File: src/rtl/core/ffba_pkg.sv
// Shared types and constants for the first-fit block allocator.
// No dependencies; imported by ffba_cell, ffba_ctrl and the top level.
package ffba_pkg;

    localparam int LEN_W    = 11;
    localparam int OFF_W    = 10;
    localparam int STATUS_W = 3;
    localparam int CFG_W    = 11;

    localparam logic [CFG_W-1:0] CFG_RESET = 11'd1024;

    // Entry flags: used, first, last
    typedef logic [2:0] flags_t;

    localparam flags_t FLAG_NONE  = 3'b000;
    localparam flags_t FLAG_USED  = 3'b001;
    localparam flags_t FLAG_FIRST = 3'b010;
    localparam flags_t FLAG_LAST  = 3'b100;

    localparam logic OP_ALLOC = 1'b0;
    localparam logic OP_FREE  = 1'b1;

    localparam logic [STATUS_W-1:0] STATUS_OK       = 3'd0;
    localparam logic [STATUS_W-1:0] STATUS_ZERO     = 3'd1;
    localparam logic [STATUS_W-1:0] STATUS_NOMEM    = 3'd2;
    localparam logic [STATUS_W-1:0] STATUS_RANGE    = 3'd3;
    localparam logic [STATUS_W-1:0] STATUS_NOTFIRST = 3'd4;
    localparam logic [STATUS_W-1:0] STATUS_BROKEN   = 3'd5;

    // Control from the sequencer to the ring of cells
    typedef struct packed {
        logic   shift;
        flags_t wb;
    } ring_ctl_t;

endpackage

File: src/rtl/core/ffba_ctrl.sv
// Sequencer for the allocator: watches the head of the ring, runs the
// first-fit scan, the marking pass and the free walk, and holds the result.
// Depends on ffba_pkg.
module ffba_ctrl #(
    parameter int MAX_ENTRIES = 1024
) (
    input  logic                          clk,
    input  logic                          rst_n,
    input  logic                          in_valid,
    output logic                          in_ready,
    input  logic                          operation,
    input  logic [ffba_pkg::LEN_W-1:0]    request_length,
    input  logic [ffba_pkg::OFF_W-1:0]    free_offset,
    output logic                          out_valid,
    input  logic                          out_ready,
    output logic [ffba_pkg::OFF_W-1:0]    start_offset,
    output logic [ffba_pkg::STATUS_W-1:0] status,
    input  logic [$clog2(MAX_ENTRIES+1)-1:0] size,
    input  ffba_pkg::flags_t              head,
    output ffba_pkg::ring_ctl_t           ring_ctl
);
    import ffba_pkg::*;

    localparam int IDX_W = $clog2(MAX_ENTRIES);
    localparam int CNT_W = $clog2(MAX_ENTRIES + 1);
    localparam logic [IDX_W-1:0] LAST_POS = IDX_W'(MAX_ENTRIES - 1);

    typedef enum logic [3:0] {
        ST_IDLE   = 4'b0001,
        ST_SCAN   = 4'b0010,
        ST_MARK   = 4'b0100,
        ST_FINISH = 4'b1000
    } state_t;

    state_t              state_reg, state_next;
    logic                op_reg, op_next;
    logic [LEN_W-1:0]    len_reg, len_next;
    logic [OFF_W-1:0]    off_reg, off_next;
    logic [CNT_W-1:0]    size_reg, size_next;
    logic [IDX_W-1:0]    pos_reg, pos_next;
    logic [CNT_W-1:0]    run_reg, run_next;
    logic                found_reg, found_next;
    logic [IDX_W-1:0]    start_reg, start_next;
    logic [IDX_W-1:0]    end_reg, end_next;
    logic                walk_reg, walk_next;
    logic                decided_reg, decided_next;
    logic [STATUS_W-1:0] res_status_reg, res_status_next;
    logic [IDX_W-1:0]    res_start_reg, res_start_next;
    logic                out_valid_reg, out_valid_next;
    logic [OFF_W-1:0]    out_start_reg;
    logic [STATUS_W-1:0] out_status_reg;

    logic                load_out;
    logic                pass_end;
    logic                in_act;
    logic                walk_now;
    logic [CNT_W-1:0]    run_step;
    logic [31:0]         start_calc;
    logic [31:0]         res_wide;
    flags_t              wb;

    assign pass_end   = (pos_reg == LAST_POS);
    assign in_act     = (32'(pos_reg) < 32'(size_reg));
    assign start_calc = 32'(pos_reg) + 32'd1 - 32'(len_reg);
    assign res_wide   = 32'(res_start_reg);

    always_comb
    begin
        state_next      = state_reg;
        op_next         = op_reg;
        len_next        = len_reg;
        off_next        = off_reg;
        size_next       = size_reg;
        pos_next        = pos_reg;
        run_next        = run_reg;
        found_next      = found_reg;
        start_next      = start_reg;
        end_next        = end_reg;
        walk_next       = walk_reg;
        decided_next    = decided_reg;
        res_status_next = res_status_reg;
        res_start_next  = res_start_reg;
        load_out        = 1'b0;
        walk_now        = 1'b0;
        run_step        = '0;
        wb              = head;
        ring_ctl.shift  = 1'b0;

        unique case (state_reg)
            ST_IDLE:
            begin
                if (in_valid)
                begin
                    op_next         = operation;
                    len_next        = request_length;
                    off_next        = free_offset;
                    size_next       = size;
                    pos_next        = '0;
                    run_next        = '0;
                    found_next      = 1'b0;
                    walk_next       = 1'b0;
                    decided_next    = 1'b0;
                    res_start_next  = '0;
                    res_status_next = STATUS_OK;
                    state_next      = ST_SCAN;
                    if (operation == OP_ALLOC)
                    begin
                        if (request_length == '0)
                        begin
                            res_status_next = STATUS_ZERO;
                            state_next      = ST_FINISH;
                        end
                    end
                    else if (32'(free_offset) >= 32'(size))
                    begin
                        res_status_next = STATUS_RANGE;
                        state_next      = ST_FINISH;
                    end
                end
            end

            ST_SCAN:
            begin
                ring_ctl.shift = 1'b1;
                pos_next       = pass_end ? '0 : pos_reg + 1'b1;
                if (op_reg == OP_ALLOC)
                begin
                    if (in_act && !found_reg)
                    begin
                        run_step = (head == FLAG_NONE) ? run_reg + 1'b1 : '0;
                        run_next = run_step;
                        if (32'(run_step) == 32'(len_reg))
                        begin
                            found_next = 1'b1;
                            end_next   = pos_reg;
                            start_next = start_calc[IDX_W-1:0];
                        end
                    end
                    if (pass_end)
                    begin
                        if (found_next)
                        begin
                            state_next = ST_MARK;
                        end
                        else
                        begin
                            res_status_next = STATUS_NOMEM;
                            state_next      = ST_FINISH;
                        end
                    end
                end
                else
                begin
                    if (in_act && !decided_reg)
                    begin
                        walk_now = walk_reg;
                        if (!walk_reg && (32'(pos_reg) == 32'(off_reg)))
                        begin
                            if ((head & FLAG_FIRST) == FLAG_NONE)
                            begin
                                decided_next    = 1'b1;
                                res_status_next = STATUS_NOTFIRST;
                            end
                            else
                            begin
                                walk_now = 1'b1;
                            end
                        end
                        if (walk_now)
                        begin
                            if ((head & FLAG_LAST) != FLAG_NONE)
                            begin
                                wb              = FLAG_NONE;
                                decided_next    = 1'b1;
                                res_status_next = STATUS_OK;
                            end
                            else if ((head & FLAG_USED) == FLAG_NONE)
                            begin
                                decided_next    = 1'b1;
                                res_status_next = STATUS_BROKEN;
                            end
                            else
                            begin
                                wb        = FLAG_NONE;
                                walk_next = 1'b1;
                            end
                        end
                    end
                    if (pass_end)
                    begin
                        // walk ran into the end of the active table
                        if (!decided_next)
                        begin
                            res_status_next = STATUS_BROKEN;
                        end
                        state_next = ST_FINISH;
                    end
                end
            end

            ST_MARK:
            begin
                ring_ctl.shift = 1'b1;
                pos_next       = pass_end ? '0 : pos_reg + 1'b1;
                if ((pos_reg >= start_reg) && (pos_reg <= end_reg))
                begin
                    wb = FLAG_USED
                       | ((pos_reg == start_reg) ? FLAG_FIRST : FLAG_NONE)
                       | ((pos_reg == end_reg) ? FLAG_LAST : FLAG_NONE);
                end
                if (pass_end)
                begin
                    res_status_next = STATUS_OK;
                    res_start_next  = start_reg;
                    state_next      = ST_FINISH;
                end
            end

            ST_FINISH:
            begin
                if (!out_valid_reg || out_ready)
                begin
                    load_out   = 1'b1;
                    state_next = ST_IDLE;
                end
            end

            default:
            begin
                state_next = ST_IDLE;
            end
        endcase

        ring_ctl.wb = wb;

        if (load_out)
        begin
            out_valid_next = 1'b1;
        end
        else if (out_ready)
        begin
            out_valid_next = 1'b0;
        end
        else
        begin
            out_valid_next = out_valid_reg;
        end
    end

    always_ff @(posedge clk or negedge rst_n)
    begin
        if (!rst_n)
        begin
            state_reg     <= ST_IDLE;
            pos_reg       <= '0;
            found_reg     <= 1'b0;
            walk_reg      <= 1'b0;
            decided_reg   <= 1'b0;
            out_valid_reg <= 1'b0;
        end
        else
        begin
            state_reg     <= state_next;
            pos_reg       <= pos_next;
            found_reg     <= found_next;
            walk_reg      <= walk_next;
            decided_reg   <= decided_next;
            out_valid_reg <= out_valid_next;
        end
    end

    always_ff @(posedge clk)
    begin
        op_reg         <= op_next;
        len_reg        <= len_next;
        off_reg        <= off_next;
        size_reg       <= size_next;
        run_reg        <= run_next;
        start_reg      <= start_next;
        end_reg        <= end_next;
        res_status_reg <= res_status_next;
        res_start_reg  <= res_start_next;
        if (load_out)
        begin
            out_start_reg  <= res_wide[OFF_W-1:0];
            out_status_reg <= res_status_reg;
        end
    end

    assign in_ready     = (state_reg == ST_IDLE);
    assign out_valid    = out_valid_reg;
    assign start_offset = out_start_reg;
    assign status       = out_status_reg;

    a_idle_pos_home: assert property (@(posedge clk) disable iff (!rst_n)
        (state_reg == ST_IDLE) |-> (pos_reg == '0))
        else $error("ring not realigned on return to idle");

    a_mark_needs_find: assert property (@(posedge clk) disable iff (!rst_n)
        (state_reg == ST_MARK) |-> found_reg)
        else $error("marking pass without a found run");

    a_mark_first: assert property (@(posedge clk) disable iff (!rst_n)
        ((state_reg == ST_MARK) && (pos_reg == start_reg))
            |-> (ring_ctl.wb == (FLAG_USED | FLAG_FIRST)
                 || ring_ctl.wb == (FLAG_USED | FLAG_FIRST | FLAG_LAST)))
        else $error("run start not marked used and first");

    a_error_start_zero: assert property (@(posedge clk) disable iff (!rst_n)
        ((state_reg == ST_FINISH) && (res_status_reg != STATUS_OK))
            |-> (res_start_reg == '0))
        else $error("non-zero start offset on error");

    a_hold_when_busy: assert property (@(posedge clk) disable iff (!rst_n)
        ((state_reg == ST_SCAN) || (state_reg == ST_MARK)) |-> ring_ctl.shift)
        else $error("ring stalled during a pass");

endmodule

File: config.mk
export PLATFORM = sky130hd
export DESIGN_NAME = ffba_ctrl
export DESIGN_NICKNAME = d
export VERILOG_FILES = /design/src/rtl/core/ffba_pkg.sv /design/src/rtl/core/ffba_ctrl.sv
export SDC_FILE = /design/constraint.sdc
export NUM_CORES = 1
export LEC_CHECK = 0
export ABC_AREA = 1
export BUFFER_PORTS_ARGS = -buffer_cell sky130_fd_sc_hd__buf_2
export CAP_MARGIN = 30
export CORE_MARGIN = 4
export CORE_UTILIZATION = 25
export DETAILED_ROUTE_END_ITERATION = 16
export GPL_ROUTABILITY_DRIVEN = 0
export HOLD_SLACK_MARGIN = 0.05
export PLACE_DENSITY = 0.42
export SKIP_CTS_REPAIR_TIMING = 1
export SLEW_MARGIN = 20
export SYNTH_ARGS = -nofsm -noshare
export SYNTH_HDL_FRONTEND = slang
export SYNTH_SLANG_ARGS = --single-unit
File: constraint.sdc
create_clock -name clk -period 3.7 [get_ports clk]
set_clock_uncertainty 0.1 [all_clocks]
set_input_delay 0.185 -clock clk [delete_from_list [all_inputs] [get_ports clk]]
set_output_delay 0.185 -clock clk [all_outputs]
set_load 0.1 [all_outputs]
==> impl_results.md, run 1 <==
* Critical Path Max Stage Delay at 0.52 ns
* Post-Synth XOR/XNOR Area at 0.0237
* Vias in the first global route at 4755
* Synth Register Bits at 108
* Data required time of the worst path at 3.41 ns
* Worst Path Buf+Inv at 2
* Max-cap violations at 0
* Ant. Diodes at 0
* Die area at 27800 µm²
* Post-synthesis mux area share at 0
* Cell Pwr Density at 539 nW/µm²
* Synth Cell Area at 6290 µm²
* Unrepaired setup endpoints after global routing: no
* R2R Path Start: pos_reg[1]
* Pleak at 3.51 nW
* Most common cell type on the critical path: nand2_1
* Avg Vias per Cell at 4.26
* Relative slew slack at 0.519
* Clk sinks at 108
* Core ar. at 24500 µm²
* Period utilization at 0.873
* Hold path cells at 4
* Worst Hold Class: in2reg
* Asr flop ratio synth at 0.167
* Min cycle time layout at 3.23 ns
* Root buf cell: clkbuf_16
* Slowest-stage cell, CP: dfrtp_1
* Crit path arrival time at 2.94 ns
* Clock transition at path regs at 0.08 ns
* Critical path peak fanout at 7
* Simple-gate share of the synthesized area at 0.215
* Yosys Warn Count at 0
* Worst setup SP type: register
* DRT Wirelength at 15700 µm
* Worst-Skew Late Latency at 0.36 ns
* Die H at 167 µm
* Routed Antenna Nets at 0
* Final net count at 890
* Largest family of logic cells by synthesized area: simple AND/OR/NAND/NOR gates
* Clk buf depth at 2
* Synth Flop Type: edfxtp_1
* Routing usage on met2 at 0.185
* Synth Area in Compound Gates at 0.0615
* Final setup viols at 0
* Final setup TNS at 0 ns
* CTS tree: done
* M1 GR Usage at 0.160
* Die Wd at 167 µm
* Layout cells sized above 1 at 0.129
* Sequential area share after synthesis at 0.502
* Share of power burned in registers at 0.424
* Syn Inst Count at 684
* Top Family by Delay on Critical Path: simple AND/OR/NAND/NOR gates
* Boundary Pins at 59
* Reg2Reg Setup Slack at 0.79 ns
* CP endpoint kind: output port
* First-pass GRT wire length at 25400 µm
* Slew Viols, Final at 0
* Area growth, synth to finish at 22.3%
* Internal power at 2.55 mW
* Post-DP HPWL at 12600 µm
* VDD IR-drop max at 0.204 mV
* CP Cell Sequence: inv_1 > ha_1 > nand2_1 > nor4_1 > nand3_1 > nand2_1 > nand2_1 > o21ai_0 > nand2_1 > o21ai_1 > buf_2
* Peak Freq at 0.310 GHz
* DRC viols at 0
* Largest net degree at the start of global routing at 35
* PortBufs at 58
* Total GRT Usage at 0.116
* Net Count, Synth at 783
* Avg Cell Area, Syn at 9.19 µm²
* Synth Area in Adders at 0.119
* Clock network fraction of design power at 0.246
* Gate power share at 0.330
* Via count at 4776
* Net Sw Frac at 0.385
* CTS Buf Count at 9
* H-tree levels at 3
* Worst min-delay path startpoint: in_valid
* Status: finished clean
* EDFF count, synth at 90
* Yosys top cell by area: edfxtp_1
* Initial Utilization at 0.256
* Synth unique cells at 42
* Top cells by area, synth: edfxtp_1 43%, ha_1 12%, nand2_1 8.1%, inv_1 7.4%, dfrtp_1 6.8%
* GR Overflow Total at 0
* Crit Path Class: reg2out
* Hold WS at 0.0230 ns
* Terminus of the critical flop-to-flop path: start_reg[9]
* Drt pass-1 iters at 4
* Row cnt at 57
* Hold Path End: state_reg[0]
* Wire length per cell at 14.0 µm
* GR peak layer: met2
* Synth top area share at 0.430
* Initial antenna violation count at 0
* Met3 Use GR at 0.0225
* DRT iter0 DRCs at 291
* Count of final hold-check violations at 0
* Worst R2R Path Depth at 12
* Tightest Pin Transition at 0.715 ns
* Sw power at 1.60 mW
Yosys cell counts (all sizes together), types with 2 or more instances:
cell / instances
a21o: 3
nand3b: 4
inv: 126
o211ai: 2
o22ai: 3
edfxtp: 90
clkbuf: 2
nand4: 18
nor2: 85
nand2: 139
dfrtp: 17
nand3: 39
o21ai: 23
xor2: 13
ha: 58
xnor2: 4
nor3: 10
a21oi: 29
nor4: 8
stage by stage:
stage	util	setup WS, ns	cell area [µm²]	instances	total power [mW]
final	0.314	0.470	7690	1120	4.15
after global routing	0.314	0.196	7690	1120	4.45
after CTS	0.299	0.473	7340	1085	4.18
after detailed placement	0.286	0.783	7030	1069	3.14
after global placement	0.286	0.814	7030	1069	3.15
after floorplan	-	0.237	6290	684	2.72
how the worst max path moves through the flow:
stage | cells after the start | to | from | slack [ns]
6_report | 11 | ring_ctl[2] | pos_reg[0] | 0.47
5_1_grt | 11 | ring_ctl[2] | pos_reg[0] | 0.20
4_1_cts | 11 | ring_ctl[2] | pos_reg[0] | 0.47
3_5_place_dp | 12 | start_reg[9] | pos_reg[1] | 0.78
3_3_place_gp | 12 | start_reg[9] | pos_reg[1] | 0.81
2_1_floorplan | 8 | ring_ctl[0] | state_reg[0] | 0.24
power groups by stage:
stage	sequential, mW	clock (mW)	combinational [mW]
after global routing	1.79	1.11	1.55
after detailed placement	1.79	0	1.35
after global placement	1.79	0	1.36
after CTS	1.76	1.06	1.36
final	1.76	1.02	1.37
after floorplan	1.84	0	0.874
cells by family (layout without fill, tap and decap cells):
kind of cell	Yosys count	after routing
AO/OA/AOI/OAI	67	67
XOR/XNOR	17	17
adder cells (fa/ha/maj)	59	59
buffers and inverters	129	241
flip-flops	108	108
AND/OR/NAND/NOR	304	304
layer usage:
layer / vias to the layer above / share of wire
met5: - / 0
met1: 2171 / 0.49
li1: 2500 / -
met2: 88 / 0.46
met3: 17 / 0.030
met4: 0 / 0.021
area by class of cell:
cell class | instances | area [µm²]
fillers | 2567 | 16800
flip-flops and latches | 108 | 3150
multi-input cells | 447 | 2650
repair buffers | 99 | 686
inverters | 126 | 478
well taps | 324 | 405
clock buffers | 12 | 279
clock inverters | 4 | 36.3
worst reg2reg max path, cell delays in order, from the launching register on:
cell     delay [ns]
dfrtp_1        0.50
inv_1          0.16
ha_1           0.29
inv_1          0.06
ha_1           0.16
inv_1          0.05
fa_1           0.40
o21ai_0        0.31
a21o_1         0.17
a21oi_1        0.08
o21ai_0        0.16
a21oi_1        0.09
xor2_1         0.14
placed cells by master, fill, tap and decap left out, types with 4 or more instances in the layout:
cell / count
dfrtp_1: 17
buf_2: 58
nor3_1: 9
xnor2_1: 4
ha_1: 58
buf_4: 6
dlygate4sd3_1: 35
nor4_1: 6
nand3_1: 37
inv_1: 124
o21ai_0: 19
nor2_1: 77
xor2_1: 13
nand4_1: 18
a21oi_1: 26
nand2_1: 135
clkbuf_16: 11
edfxtp_1: 90
nand3b_1: 4
nor2_2: 5
Note: power is estimated with default switching activity, not from simulation.
==> run 2, diff against run 1 <==
- CORE_UTILIZATION: 25 -> 54
- PLACE_DENSITY: 0.42 -> 0.77
==> run 2 against run 1 <==
  * Clock-buffer cell count shrank 1
  * Sequential power about the same
  * Register-to-register slack improved by 0.05 ns
  * Worst hold slack better by 0.037 ns
  * Largest power group unchanged
  * Highest routed layer unchanged
  * Global-route usage rose by 10 points
  * Sequential share of layout area up 1.4 points
  * First-iteration DRC count grew 45%
  * Critical path depth shrank 1
  * Die area fell by 52%
  * Routed wire length down 4.9%
  * Combinational power is essentially flat
  * Non-clock buffer count decreased by 1
==> impl_results.md, run 2 (same netlist as run 1, synthesis figures left out) <==
* Status: finished clean (unchanged)
* Pleak at 3.50 nW (was 3.51 nW)
* Critical path peak fanout at 9 (was 7)
* DRT Wirelength at 14900 µm (was 15700 µm)
* Crit Path Class: reg2out (unchanged)
* CTS tree: done (unchanged)
* Core ar. at 11400 µm² (was 24500 µm²)
* Worst setup SP type: register (unchanged)
* Initial Utilization at 0.551 (was 0.256)
* Die H at 116 µm (was 167 µm)
* Total GRT Usage at 0.221 (was 0.116)
* Initial antenna violation count at 0 (unchanged)
* Min cycle time layout at 3.17 ns (was 3.23 ns)
* CP endpoint kind: output port (unchanged)
* Max-cap violations at 0 (unchanged)
* H-tree levels at 3 (unchanged)
* DRT iter0 DRCs at 422 (was 291)
* Worst Hold Class: in2reg (unchanged)
* Clk buf depth at 2 (unchanged)
* Tightest Pin Transition at 0.559 ns (was 0.715 ns)
* Routed Antenna Nets at 0 (unchanged)
* Slew Viols, Final at 0 (unchanged)
* Commonest non-fill, non-tap cell in the layout: nand2_1 (unchanged)
* Die Wd at 116 µm (was 167 µm)
* Most frequent cells in the layout: 135 x nand2_1, 124 x inv_1, 90 x edfxtp_1, 77 x nor2_1 (unchanged)
* Cell Pwr Density at 549 nW/µm² (was 539 nW/µm²)
* Unrepaired setup endpoints after global routing: no (unchanged)
* Final net count at 889 (was 890)
* Data required time of the worst path at 3.41 ns (about the same)
* Die area at 13400 µm² (was 27800 µm²)
* Drt pass-1 iters at 5 (was 4)
* Via count at 5144 (was 4776)
* Crit path arrival time at 2.88 ns (was 2.94 ns)
* Boundary Pins at 59 (unchanged)
* Final setup TNS at 0 ns (unchanged)
* GR Overflow Total at 0 (unchanged)
* PortBufs at 58 (unchanged)
* Count of final hold-check violations at 0 (unchanged)
* First-pass GRT wire length at 22900 µm (was 25400 µm)
* Wire length per cell at 15.9 µm (was 14.0 µm)
* Hold WS at 0.0602 ns (was 0.0230 ns)
* Final setup viols at 0 (unchanged)
* Largest net degree at the start of global routing at 32 (was 35)
* Clock transition at path regs at 0.07 ns (was 0.08 ns)
* Period utilization at 0.857 (was 0.873)
* VDD IR-drop max at 0.272 mV (was 0.204 mV)
* CTS Buf Count at 9 (unchanged)
* Area growth, synth to finish at 18.3% (was 22.3%)
* Layout cells sized above 1 at 0.127 (was 0.129)
* Row cnt at 39 (was 57)
* Root buf cell: clkbuf_16 (unchanged)
* Ant. Diodes at 0 (unchanged)
* Relative slew slack at 0.623 (was 0.519)
* DRC viols at 0 (unchanged)
* Worst-Skew Late Latency at 0.35 ns (was 0.36 ns)
* Setup crit start: pos_reg[5] (was pos_reg[0])
* Post-DP HPWL at 11000 µm (was 12600 µm)
* Worst min-delay path startpoint: in_valid (unchanged)
* R2R Path Start: pos_reg[1] (unchanged)
* Vias in the first global route at 4826 (was 4755)
* Avg Vias per Cell at 5.48 (was 4.26)
* Clk sinks at 108 (unchanged)
* Peak Freq at 0.316 GHz (was 0.310 GHz)
[run 2: report_power, final]
part	internal, mW	switching, mW	total (mW)
registers	1.62	0.144	1.76
clock network	0.539	0.419	0.958
logic	0.384	0.979	1.36
total	2.54	1.54	4.08
[run 2: area by class of cell]
| cell class | instances | area (µm²) |
|---|---|---|
| repair buffers | 98 | 678 |
| inverters | 126 | 478 |
| fillers | 909 | 3980 |
| flip-flops and latches | 108 | 3150 |
| clock buffers | 11 | 243 |
| clock inverters | 5 | 51.3 |
| multi-input cells | 447 | 2650 |
| well taps | 143 | 179 |
[run 2: path summary, 6_finish.rpt]
check	to	slack, ns	cells past startpoint
setup / recovery	ring_ctl[2]	0.53	10
hold / removal	state_reg[0]	0.06	4
setup reg to reg	start_reg[9]	0.84	12
hold reg to reg	start_offset[7]	0.32	0
max in group asynchronous	state_reg[0]	2.92	2
min in group asynchronous	out_valid	0.23	2
[run 2: per-stage QoR]
step           setup WS (ns)  cells   util  area (µm²)  total power [mW]
2_1_floorplan          0.237    684      -        6290              2.72
3_3_place_gp           0.908    886  0.594        6790              3.04
3_5_place_dp           0.840    887  0.595        6790              3.10
4_1_cts                0.574    903  0.621        7090              4.05
5_1_grt                0.285    938  0.651        7440              4.33
6_report               0.530    938  0.651        7440              4.08
[run 2: worst max-delay path, cell delays in order (launching register included)]
cell     delay (ns)
dfrtp_1        0.53
ha_1           0.39
nand2_1        0.09
nor4_1         0.29
nand3_1        0.16
nand4_1        0.15
nand2_1        0.10
o21ai_0        0.18
nand2_1        0.10
o21ai_1        0.09
buf_2          0.45
[run 2: layer usage]
layer	track usage	vias up	wire, µm
li1	-	2492	-
met3	0.0303	32	967
met5	0	-	0
met4	0.0897	0	441
met1	0.277	2434	5960
met2	0.386	186	7550
==> run 3, diff against run 2 <==
- CORE_UTILIZATION: 54 -> 60
- PLACE_DENSITY: 0.77 -> 0.81
- clock period: 3.7 -> 3.63 ns (I/O delays scaled with it)
==> run 3 against run 2 <==
  * Die area is 9.3% lower
  * Total power fell by 5.2%
  * Non-clock buffer count grew 1
  * Largest power group unchanged
==> impl_results.md, run 3 (same netlist as run 1, synthesis figures left out) <==
* CTS Buf Count at 9 (unchanged)
* Place WS at 0.752 ns (was 0.840 ns)
* PortBufs at 58 (unchanged)
* Worst Hold Class: in2reg (unchanged)
* Vias in the first global route at 4893 (was 4826)
* Post-DP HPWL at 10800 µm (was 11000 µm)
* Initial Utilization at 0.612 (was 0.551)
* Clk buf depth at 2 (unchanged)
* Pleak at 3.45 nW (was 3.50 nW)
* Area growth, synth to finish at 16.5% (was 18.3%)
* Crit Path Class: reg2out (unchanged)
* Via count at 5136 (was 5144)
* Routing usage on met2 at 0.403 (was 0.386)
* Wire length per cell at 15.7 µm (was 15.9 µm)
* Critical path peak fanout at 8 (was 9)
* Worst setup SP type: register (unchanged)
* Count of final hold-check violations at 0 (unchanged)
* Row cnt at 37 (was 39)
* Clk sinks at 108 (unchanged)
* Commonest non-fill, non-tap cell in the layout: nand2_1 (unchanged)
* Tightest Pin Transition at 0.579 ns (was 0.559 ns)
* Fill count at 742 (was 909)
* Status: finished clean (unchanged)
* Peak Freq at 0.312 GHz
* CTS tree: done (unchanged)
* Boundary Pins at 59 (unchanged)
* Routed Antenna Nets at 0 (unchanged)
* Final net count at 890 (was 889)
* First-pass GRT wire length at 22300 µm (was 22900 µm)
* Final setup TNS at 0 ns (unchanged)
* Met3 Use GR at 0.0530 (was 0.0303)
* Total GRT Usage at 0.239 (was 0.221)
* CP endpoint kind: output port (unchanged)
* Layout cells sized above 1 at 0.129 (was 0.127)
* Max-cap violations at 0 (unchanged)
* Die area at 12200 µm² (was 13400 µm²)
* Relative slew slack at 0.610 (was 0.623)
* DRC viols at 0 (unchanged)
* GR Overflow Total at 0 (unchanged)
* Period utilization at 0.882
* Avg Vias per Cell at 5.51 (was 5.48)
* Largest net degree at the start of global routing at 32 (unchanged)
* Root buf cell: clkbuf_8 (was clkbuf_16)
* VDD IR-drop max at 0.277 mV (was 0.272 mV)
* Cell Pwr Density at 528 nW/µm² (was 549 nW/µm²)
* Slew Viols, Final at 0 (unchanged)
* Unrepaired setup endpoints after global routing: no (unchanged)
* Die Wd at 110 µm (was 116 µm)
* H-tree levels at 3 (unchanged)
* DRT iter0 DRCs at 465 (was 422)
* DRT Wirelength at 14600 µm (was 14900 µm)
* Min cycle time layout at 3.20 ns
* Initial antenna violation count at 0 (unchanged)
* Worst-Skew Late Latency at 0.38 ns (was 0.35 ns)
* M1 GR Usage at 0.294 (was 0.277)
* Core ar. at 10300 µm² (was 11400 µm²)
* Crit path arrival time at 2.92 ns (was 2.88 ns)
* Data required time of the worst path at 3.35 ns (was 3.41 ns)
* Final worst setup slack at 0.427 ns (was 0.530 ns)
* Drt pass-1 iters at 5 (unchanged)
* Clock transition at path regs at 0.11 ns (was 0.07 ns)
* Ant. Diodes at 0 (unchanged)
* GR peak layer: met2 (unchanged)
* Most frequent cells in the layout: 135 x nand2_1, 124 x inv_1, 90 x edfxtp_1, 77 x nor2_1 (unchanged)
* Die H at 110 µm (was 116 µm)
* Final setup viols at 0 (unchanged)
==> run 3: final cells by class <==
type	instances	area, µm²	share of cell area
Sequential cell	108	3150	0.431
Multi-Input combinational cell	447	2650	0.362
Timing Repair Buffer	99	688	0.0940
Inverter	126	478	0.0653
Tap cell	136	170	0.0232
Clock buffer	9	124	0.0169
Clock inverter	7	56.3	0.00769
==> run 3: where the power goes <==
part / internal (mW) / switching (mW)
clock: 0.260 / 0.433
combinational: 0.390 / 0.993
sequential: 1.65 / 0.148
total: 2.30 / 1.57
==> run 3: routing by layer <==
| metal | share of wire | vias up | routed length [µm] |
|---|---|---|---|
| met1 | 0.39 | 2354 | 5770 |
| met2 | 0.49 | 241 | 7190 |
| met5 | 0 | - | 0 |
| met4 | 0.033 | 0 | 482 |
| li1 | - | 2492 | - |
| met3 | 0.081 | 49 | 1190 |
==> run 3: worst paths after layout <==
path / end / cells past startpoint / start / slack, ns
max: ring_ctl[0] / 14 / pos_reg[9] / 0.43
min: walk_reg / 3 / head[0] / 0.06
max reg2reg: start_reg[9] / 12 / pos_reg[1] / 0.67
min reg2reg: start_offset[4] / 0 / res_start_reg[4] / 0.33
max in group asynchronous: state_reg[0] / 2 / rst_n / 2.89
min in group asynchronous: walk_reg / 2 / rst_n / 0.20
==> run 3: worst max-delay path, cell delays in order (launching register included) <==
cell and delay (ns):
dfrtp_1 0.56, ha_1 0.37, inv_1 0.05, nor2_1 0.13, nand3_1 0.09, nor2_1 0.10, nand2_1 0.07, nand4_1 0.16
inv_1 0.10, nand3_1 0.12, a21oi_2 0.08, nor2_1 0.09, nor2_1 0.04, nor2_1 0.13, buf_2 0.45
==> run 3: through the flow <==
stage | hold WS [ns] | instances | power [mW] | cell area [µm²] | util
global placement | 0.0384 | 879 | 3.08 | 6780 | 0.659
finish | 0.0639 | 932 | 3.87 | 7320 | 0.713
global route | 0.0716 | 932 | 4.09 | 7320 | 0.713
detailed placement | 0.0467 | 880 | 3.14 | 6780 | 0.660
floorplan | -0.214 | 684 | 2.77 | 6290 | -
CTS | -0.365 | 896 | 3.82 | 6960 | 0.678
